`config.mk`:
```
export PLATFORM = sky130hd
export DESIGN_NAME = record_filter_keyword_match_top
export DESIGN_NICKNAME = d
export VERILOG_FILES = /design/src/rtl/rfkm_pkg.sv /design/src/rtl/record_filter_keyword_match_top.sv
export SDC_FILE = /design/constraint.sdc
export NUM_CORES = 1
export LEC_CHECK = 0
export BUFFER_PORTS_ARGS = -buffer_cell sky130_fd_sc_hd__buf_2
export CAP_MARGIN = 40
export CORE_AREA = 3 3 146 148
export DETAILED_ROUTE_END_ITERATION = 10
export DIE_AREA = 0 0 149 151
export PLACE_DENSITY = 0.76
export SYNTH_ARGS = -nofsm -noshare
export SYNTH_HDL_FRONTEND = slang
export SYNTH_SLANG_ARGS = --single-unit
```
`constraint.sdc`:
```
create_clock -name clk -period 4.6 [get_ports clk]
set_input_delay 0.92 -clock clk [delete_from_list [all_inputs] [get_ports clk]]
set_output_delay 0.92 -clock clk [all_outputs]
set_load 0.005 [all_outputs]
```
`src/rtl/rfkm_pkg.sv`:
```
// Shared constants and types for the record filter keyword match block.
package rfkm_pkg;

    localparam int unsigned ID_BYTES   = 4;
    localparam int unsigned KEY_SLOTS  = 16;
    localparam int unsigned KEY_IDX_W  = 4;
    localparam int unsigned KLEN_W     = 5;
    localparam int unsigned CFG_DATA_W = 64;
    localparam int unsigned CFG_IDX_W  = 2;

    localparam logic [7:0] NEWLINE_BYTE = 8'h0A;
    localparam logic [7:0] ZERO_BYTE    = 8'h00;

    typedef logic [KEY_SLOTS-1:0][7:0] key_bytes_t;
    typedef logic [KEY_IDX_W-1:0]      key_idx_t;
    typedef logic [KLEN_W-1:0]         klen_t;

    typedef enum logic [CFG_IDX_W-1:0] {
        REG_USER_ID        = 2'd0,
        REG_KEYWORD_LOW    = 2'd1,
        REG_KEYWORD_HIGH   = 2'd2,
        REG_KEYWORD_LENGTH = 2'd3
    } cfg_reg_t;

endpackage

```
`src/rtl/record_filter_keyword_match_top.sv`:
```
// Top level of the record filter keyword match block: parser, matcher and result register.
//
//  channel  | handshake               | payload
//  ---------+-------------------------+------------------------------------
//  input    | in_valid / in_ready     | data_byte[7:0]
//  result   | out_valid / out_ready   | record_length, keyword_found
//  config   | cfg_wr_en               | cfg_index[1:0], cfg_data[63:0]
//
// One byte is taken per cycle while in_ready is high; the parser and matcher update
// in the cycle of acceptance and a result appears in the result register on the next cycle.
// The result register is the only stage: in_ready falls only while a result
// is held and out_ready is low. Reset clears the parser state, the configuration registers
// and the result valid flag.
module record_filter_keyword_match_top #(
    parameter int unsigned MAX_KEY_BYTES = 16,
    parameter int unsigned LENGTH_BITS   = 12
) (
    input  logic                                 clk,
    input  logic                                 rst_n,
    input  logic                                 in_valid,
    output logic                                 in_ready,
    input  logic [7:0]                           data_byte,
    output logic                                 out_valid,
    input  logic                                 out_ready,
    output logic [LENGTH_BITS-1:0]               record_length,
    output logic                                 keyword_found,
    input  logic                                 cfg_wr_en,
    input  logic [rfkm_pkg::CFG_IDX_W-1:0]       cfg_index,
    input  logic [rfkm_pkg::CFG_DATA_W-1:0]      cfg_data
);

    localparam int unsigned MC_W = $clog2(MAX_KEY_BYTES + 1);
    localparam logic [LENGTH_BITS-1:0] LEN_MAX = {LENGTH_BITS{1'b1}};
    localparam rfkm_pkg::klen_t KEY_MAX = rfkm_pkg::KLEN_W'(MAX_KEY_BYTES);

    typedef enum logic [2:0] {
        PH_ID0, PH_ID1, PH_ID2, PH_ID3, PH_SEP, PH_TEXT
    } phase_t;

    phase_t                         phase_reg, phase_next;
    logic [31:0]                    id_shift_reg, id_shift_next;
    logic [LENGTH_BITS-1:0]         length_count_reg, length_count_next;
    logic [MC_W-1:0]                match_count_reg, match_count_next;
    logic                           found_reg, found_next;
    logic                           stopped_reg, stopped_next;

    logic [31:0]                    user_id_reg;
    logic [63:0]                    keyword_low_reg;
    logic [63:0]                    keyword_high_reg;
    rfkm_pkg::klen_t                keyword_length_reg;

    logic                           out_valid_reg, out_valid_next;
    logic [LENGTH_BITS-1:0]         record_length_reg;
    logic                           keyword_found_reg;

    logic                           in_fire;
    logic                           out_fire;
    logic                           emit;
    logic                           emit_found;
    logic [LENGTH_BITS-1:0]         length_bump;
    rfkm_pkg::key_bytes_t           key_arr;
    rfkm_pkg::klen_t                klen;
    rfkm_pkg::klen_t                mc_ext;
    rfkm_pkg::klen_t                mc_inc;
    logic [7:0]                     key_cur;

    assign in_ready      = !out_valid_reg || out_ready;
    assign in_fire       = in_valid && in_ready;
    assign out_fire      = out_valid_reg && out_ready;
    assign out_valid     = out_valid_reg;
    assign record_length = record_length_reg;
    assign keyword_found = keyword_found_reg;

    assign length_bump = (length_count_reg != LEN_MAX) ?
                         (length_count_reg + LENGTH_BITS'(1)) : LEN_MAX;

    assign key_arr = {keyword_high_reg, keyword_low_reg};
    assign klen    = (keyword_length_reg > KEY_MAX) ? KEY_MAX : keyword_length_reg;
    assign mc_ext  = rfkm_pkg::KLEN_W'(match_count_reg);
    assign mc_inc  = mc_ext + rfkm_pkg::KLEN_W'(1);
    assign key_cur = key_arr[mc_ext[rfkm_pkg::KEY_IDX_W-1:0]];

    // Parser and matcher update for one accepted byte
    always_comb
    begin
        phase_next        = phase_reg;
        id_shift_next     = id_shift_reg;
        length_count_next = length_count_reg;
        match_count_next  = match_count_reg;
        found_next        = found_reg;
        stopped_next      = stopped_reg;
        emit              = 1'b0;
        emit_found        = 1'b0;
        if (in_fire)
        begin
            case (phase_reg)
                PH_ID1:
                begin
                    id_shift_next[15:8] = data_byte;
                    phase_next          = PH_ID2;
                end
                PH_ID2:
                begin
                    id_shift_next[23:16] = data_byte;
                    phase_next           = PH_ID3;
                end
                PH_ID3:
                begin
                    id_shift_next[31:24] = data_byte;
                    phase_next           = PH_SEP;
                end
                PH_SEP:
                begin
                    phase_next = PH_TEXT;
                end
                PH_TEXT:
                begin
                    length_count_next = length_bump;
                    stopped_next = stopped_reg || (data_byte == rfkm_pkg::ZERO_BYTE);
                    if ((klen != '0) && !found_reg && !stopped_next)
                    begin
                        if ((mc_ext < klen) && (data_byte == key_cur))
                        begin
                            match_count_next = MC_W'(mc_inc);
                        end
                        else if (data_byte == key_arr[0])
                        begin
                            match_count_next = MC_W'(1);
                        end
                        else
                        begin
                            match_count_next = '0;
                        end
                        found_next = (rfkm_pkg::KLEN_W'(match_count_next) >= klen);
                    end
                    if (data_byte == rfkm_pkg::NEWLINE_BYTE)
                    begin
                        emit              = (id_shift_reg == user_id_reg);
                        emit_found        = (klen == '0) || found_next;
                        phase_next        = PH_ID0;
                        id_shift_next     = '0;
                        length_count_next = '0;
                        match_count_next  = '0;
                        found_next        = 1'b0;
                        stopped_next      = 1'b0;
                    end
                end
                default:
                begin
                    id_shift_next[7:0] = data_byte;
                    phase_next         = PH_ID1;
                end
            endcase
        end
    end

    always_comb
    begin
        out_valid_next = out_valid_reg;
        if (out_fire)
        begin
            out_valid_next = 1'b0;
        end
        if (emit)
        begin
            out_valid_next = 1'b1;
        end
    end

    // Hold parser state, configuration and the result valid flag
    always_ff @(posedge clk or negedge rst_n)
    begin
        if (!rst_n)
        begin
            phase_reg          <= PH_ID0;
            id_shift_reg       <= '0;
            length_count_reg   <= '0;
            match_count_reg    <= '0;
            found_reg          <= 1'b0;
            stopped_reg        <= 1'b0;
            user_id_reg        <= '0;
            keyword_low_reg    <= '0;
            keyword_high_reg   <= '0;
            keyword_length_reg <= '0;
            out_valid_reg      <= 1'b0;
        end
        else
        begin
            phase_reg        <= phase_next;
            id_shift_reg     <= id_shift_next;
            length_count_reg <= length_count_next;
            match_count_reg  <= match_count_next;
            found_reg        <= found_next;
            stopped_reg      <= stopped_next;
            out_valid_reg    <= out_valid_next;
            if (cfg_wr_en)
            begin
                case (rfkm_pkg::cfg_reg_t'(cfg_index))
                    rfkm_pkg::REG_USER_ID:
                    begin
                        user_id_reg <= cfg_data[31:0];
                    end
                    rfkm_pkg::REG_KEYWORD_LOW:
                    begin
                        keyword_low_reg <= cfg_data;
                    end
                    rfkm_pkg::REG_KEYWORD_HIGH:
                    begin
                        keyword_high_reg <= cfg_data;
                    end
                    rfkm_pkg::REG_KEYWORD_LENGTH:
                    begin
                        keyword_length_reg <= cfg_data[rfkm_pkg::KLEN_W-1:0];
                    end
                    default:
                    begin
                        keyword_length_reg <= keyword_length_reg;
                    end
                endcase
            end
        end
    end

    // Load the result payload on a reported newline
    always_ff @(posedge clk)
    begin
        if (emit)
        begin
            record_length_reg <= length_bump;
            keyword_found_reg <= emit_found;
        end
    end

endmodule

```
==> results of run 1 <==
==> power by group through the flow <==
stage	Clock (mW)	Sequential (mW)	Combinational [mW]
after global placement	0	2.85	1.10
after CTS	1.97	2.84	1.16
final	1.94	2.84	1.16
after floorplan	0	2.75	0.851
after detailed placement	0	2.87	1.15
after global routing	2.06	2.89	1.29
==> routing by layer <==
layer	vias up	GRT usage, %	wire length, um
met5	-	0	0
met2	233	40.0	12700
met1	3663	30.6	10800
met4	0	9.06	1080
li1	3319	-	-
met3	71	4.01	1430
==> worst max path at each step <==
| stage | startpoint | cells after the start | slack, ps | to |
|---|---|---|---|---|
| after floorplan | match_count_reg[2]$_DFFE_PN0P_ | 20 | 490 | keyword_found$_SDFFCE_PN0P_ |
| after global placement | match_count_reg[0]$_DFFE_PN0P_ | 17 | 280 | keyword_found$_SDFFCE_PN0P_ |
| after detailed placement | match_count_reg[0]$_DFFE_PN0P_ | 17 | 230 | keyword_found$_SDFFCE_PN0P_ |
| after CTS | match_count_reg[0]$_DFFE_PN0P_ | 17 | 190 | keyword_found$_SDFFCE_PN0P_ |
| after global routing | match_count_reg[0]$_DFFE_PN0P_ | 18 | 30 | keyword_found$_SDFFCE_PN0P_ |
| final | match_count_reg[0]$_DFFE_PN0P_ | 16 | 260 | keyword_found$_SDFFCE_PN0P_ |
==> cell type report <==
type	instances	share of cell area [%]
well taps	270	2.65
repair buffers	124	5.89
clock buffers	35	5.76
multi-input cells	564	38.6
flip-flops and latches	233	46.3
inverters	10	0.295
clock inverters	8	0.511
==> stage by stage <==
step | cell area, um^2 | instances
floorplan | 11000 | 852
global placement | 11900 | 1196
detailed placement | 11900 | 1197
CTS | 12700 | 1240
global route | 12700 | 1244
finish | 12700 | 1244
==> cell families (layout without fill, tap and decap cells) <==
logic type                 count (synthesis)  after routing  share of synthesized area [%]
AOI/OAI and AO/OA                        114            114                           7.00
xor gates and xnor gates                  53             53                           4.21
adders and majority gates                 11             11                           1.25
buffers and inverters                     55            177                           2.18
DFF                                      233            233                           53.4
muxes                                    237            237                           25.5
and+or+nand+nor                          149            149                           6.39
==> timing repair <==
item                       CTS  global route
hold endpoints to repair     0             0
resized for setup            0             3
setup endpoints to repair    0             1
buffers inserted             0             4
==> cell usage after synthesis (all sizes together) (3+ instances only) <==
master / instances / area [um^2]
dfrtp: 220 / 5510
mux2: 183 / 2060
nand2: 54 / 203
xor2: 45 / 394
mux2i: 37 / 370
clkbuf: 32 / 120
nor2: 32 / 120
o21ai: 29 / 149
a21oi: 22 / 110
mux4: 17 / 383
a22oi: 13 / 97.6
buf: 13 / 82.6
edfxtp: 13 / 390
nand3: 12 / 60.1
and2: 11 / 68.8
ha: 11 / 138
nor4: 10 / 62.6
a22o: 9 / 78.8
inv: 9 / 33.8
xnor2: 8 / 70.1
a21o: 7 / 52.6
nor3: 6 / 30.0
o22a: 6 / 52.6
nand2b: 5 / 31.3
nand4: 5 / 31.3
nor2b: 5 / 31.3
o31ai: 4 / 30.0
a221oi: 3 / 26.3
a31oi: 3 / 18.8
nand3b: 3 / 22.5
==> reports/qor.yml, run 1 <==
rsz0062_at_grt: "no"
grt_pass1_wl_um: 41400
drive_gt1_share_pct: 38.0
die_w_um: 149
grt.total_usage_pct: 23.6
p_clk_share_pct: 32.7
ys_seq_elements: 233
reg2reg_slack_ps: 260
slew-limit-headroom_pct: 39.3
io_pins: 94
required_ps: 4860
synth_area_per_cell_um2: 12.9
dp_hpwl_um: 18500
numCtsBuffers: 25
clock_latency_ps: 520
cts_tree: "yes"
path_delay_family: "multiplexers"
leakagePower_nw: 5.52
reg2reg_from: "match_count_reg[0]$_DFFE_PN0P_"
num_antenna_cells: 0
path_clk_slew_ps: 60
grt_max_degree: 118
viasPerCell: 5.86
dieArea_um2: 22500
final_common_cell: "dfrtp_1"
clk_path_buf_depth: 3
max_cap_viol_count: 0
syn-cell-area_um2: 11000
max_freq_mhz: 231
dr_total_vias: 7286
final_hold_viol_count: 0
p_int_mw: 4.28
overflow: 0
critPathMaxFanout: 6
ant_nets: 0
setup-violations-final: 0
antenna_found_initial: 0
whs_ps: 449
period_share_pct: 94.2
end_kind: "flip-flop"
cts-root-buf: "clkbuf_16"
crit_type: "reg2reg"
peakVddDrop_mv: 0.335
worst_ep_arrival_time_ps: 4600
power_density_nw_per_um2: 467
status: "finished, final reports clean"
power_switching_mw: 1.67
rr_worst_depth: 16
hold_buffers: 0
async_reset_ff_share_pct: 94.4
synthToLayoutAreaGrowth_pct: 15.4
ys.flop_type: "dfrtp_1"
syn-instance-count: 852
fillers: 1555
fp.dieH_um: 151
setup_ws_ps: 265
final_cell_mix: "219 x dfrtp_1, 182 x mux2_2, 92 x buf_2"
multi_input_area_um2: 4910
fin_tns_setup_ps: 0
synth_edf_count: 13
core-area_um2: 20200
io_buffers: 93
synth-seq-area-share_pct: 53.4
crit_chain: "buf_4 -> mux4_2 -> mux4_2 -> xnor2_1 -> o21ai_1 -> or4_1 -> mux2_4 -> ha_1 -> nand2b_1 -> a21o_1 -> a21o_1 -> a21o_1 -> a21oi_1 -> nor2_1 -> nor2_1 -> a21oi_1"
drt_pass1_iterations: 4
fin_nets: 1048
p_total_mw: 5.94
hp-class: "in2async"
start_kind: "flip-flop"
swShare_pct: 28.1
cts.htree.levels: 1
route.detailed.drc: 0
wl_per_cell_um: 20.9
num_rows: 52
slowest_delay_ps: 570
synth-warning-count: 0
worstMarginPinSlew_ps: 911
path_buf_inv: 1
cts.sinks: 233
post-place-ws_ps: 227
wl_um: 26000
synth_cell_type_count: 55
p_seq_share_pct: 47.8
clock_skew_ps: 8.53
reg2reg_to: "keyword_found$_SDFFCE_PN0P_"
first_global_vias: 7585
start_util_pct: 54.7
utilization_pct: 63.1
cpMostUsedCell: "a21o_1"
period_needed_ps: 4340
final-seq-area_um2: 5900
syn_nets: 942
cpMaxStageDelayCell: "or4_1"
drt_iter0_drc: 422
gp_congestion: 0.848
comb_power_share_pct: 19.6
finalMaxSlewViolations: 0
(Power assumes the default switching activity.)
==> inputs of run 2 (changes only) <==
CORE_AREA = 3 3 140 142   (was 3 3 146 148)
DIE_AREA = 0 0 143 145   (was 0 0 149 151)
PLACE_DENSITY = 0.81   (was 0.76)
==> run 2 against run 1 <==
Net effect: clock skew increased by 5.3 ps; sequential cell count is the same; worst hold slack better by 22 ps; critical path depth unchanged; register-to-register slack worse by 30 ps; clock-buffer cell count up 2; wire length fell by 2.2%; critical path type unchanged; largest cell class unchanged; largest power group unchanged.
==> reports/qor.yml, run 2 (same netlist as run 1, synthesis figures left out) <==
fp.dieH_um: 145
first_global_vias: 7509
rsz0062_at_grt: "no"
setup-violations-final: 0
p_seq_share_pct: 48.0
period_needed_ps: 4370
gp_congestion: 0.868
post-place-ws_ps: 218
synthToLayoutAreaGrowth_pct: 14.7
ant_nets: 0
viasPerCell: 6.09
drt_iter0_drc: 443
peakVddDrop_mv: 0.407
wl_um: 25400
hp-class: "in2async"
cts.sinks: 233
core-area_um2: 18600
fin_nets: 1046
power_density_nw_per_um2: 468
final_area_um2: 12700
io_pins: 94
wl_per_cell_um: 21.0
crit_chain: "buf_4 -> mux4_2 -> mux4_2 -> xnor2_1 -> o21ai_1 -> or4_4 -> mux2_4 -> ha_1 -> nand2b_1 -> a21o_1 -> a21o_1 -> a21o_1 -> a21oi_1 -> nor2_1 -> nor2_1 -> a21oi_1"
dp_hpwl_um: 17800
required_ps: 4870
worst_ep_arrival_time_ps: 4640
p_total_mw: 5.92
comb_power_share_pct: 19.2
fin_tns_setup_ps: 0
finalMaxSlewViolations: 0
utilization_pct: 68.1
p_clk_share_pct: 32.7
grt_max_degree: 133
dieArea_um2: 20700
hold_buffers: 0
swShare_pct: 28.5
placed_area_um2: 11800
path_clk_slew_ps: 60
end_kind: "flip-flop"
cts-root-buf: "clkbuf_16"
numCtsBuffers: 25
drt_pass1_iterations: 5
overflow: 0
final_common_cell: "dfrtp_1"
clk_path_buf_depth: 3
critPathLaunch: "match_count_reg[0]$_DFFE_PN0P_"
drive_gt1_share_pct: 37.8
slew-limit-headroom_pct: 33.2
crit_type: "reg2reg"
die_w_um: 143
start_util_pct: 59.4
start_kind: "flip-flop"
power_switching_mw: 1.69
num_antenna_cells: 0
grt.total_usage_pct: 24.7
whs_ps: 471
worstMarginPinSlew_ps: 1000
setup_ws_ps: 232
cpMaxStageDelayCell: "or4_4"
dp.cells: 1160
io_buffers: 93
antenna_found_initial: 0
final_cell_mix: "219 x dfrtp_1, 182 x mux2_2, 92 x buf_2"
path_delay_family: "multiplexers"
max_cap_viol_count: 0
cts_tree: "yes"
cts.htree.levels: 1
leakagePower_nw: 5.50
clock_skew_ps: 13.9
path_buf_inv: 1
dr_total_vias: 7355
max_freq_mhz: 229
p_int_mw: 4.24
cpMostUsedCell: "a21o_1"
clock_latency_ps: 530
num_rows: 50
final_hold_viol_count: 0
status: "finished, final reports clean"
reg2reg_from: "match_count_reg[0]$_DFFE_PN0P_"
route.detailed.drc: 0
grt_pass1_wl_um: 40500
critPathMaxFanout: 7
slowest_delay_ps: 550
fin_cells: 1208
period_share_pct: 95.0
reg2reg_slack_ps: 230
-- run 2: final timing paths --
kind	end	cells past startpoint
setup reg to reg	keyword_found$_SDFFCE_PN0P_	16
setup / recovery	keyword_found$_SDFFCE_PN0P_	16
max in group asynchronous	id_shift_reg[1]$_DFFE_PN0P_	2
hold reg to reg	keyword_high_reg[19]$_DFFE_PN0P_	1
min in group clk	keyword_high_reg[19]$_DFFE_PN0P_	1
hold / removal	keyword_low_reg[42]$_DFFE_PN0P_	1
-- run 2: layer usage --
| metal | GRT usage, % | wire length [um] |
|---|---|---|
| met1 | 33.9 | 10600 |
| met2 | 39.2 | 12200 |
| met3 | 4.48 | 1430 |
| met4 | 9.55 | 1080 |
| met5 | 0 | 0 |
-- run 2: timing repair --
item,in CTS,in global routing
resized for setup,0,2
setup buffers,0,3
endpoints found under the setup margin,0,2
-- run 2: power groups by stage --
stage | Clock, mW | Combinational [mW] | Sequential (mW)
after floorplan | 0 | 0.851 | 2.75
after global placement | 0 | 1.08 | 2.86
after detailed placement | 0 | 1.13 | 2.87
after CTS | 1.97 | 1.14 | 2.84
after global routing | 2.05 | 1.26 | 2.89
final | 1.94 | 1.14 | 2.84
-- run 2: cell type report --
type | count | area, um^2
clock inverter | 8 | 61.3
clock buffer | 37 | 741
fill | 1294 | 5920
multi-input combinational | 564 | 4910
tap | 234 | 293
sequential | 233 | 5900
inverter | 10 | 37.5
timing repair buffer | 122 | 717
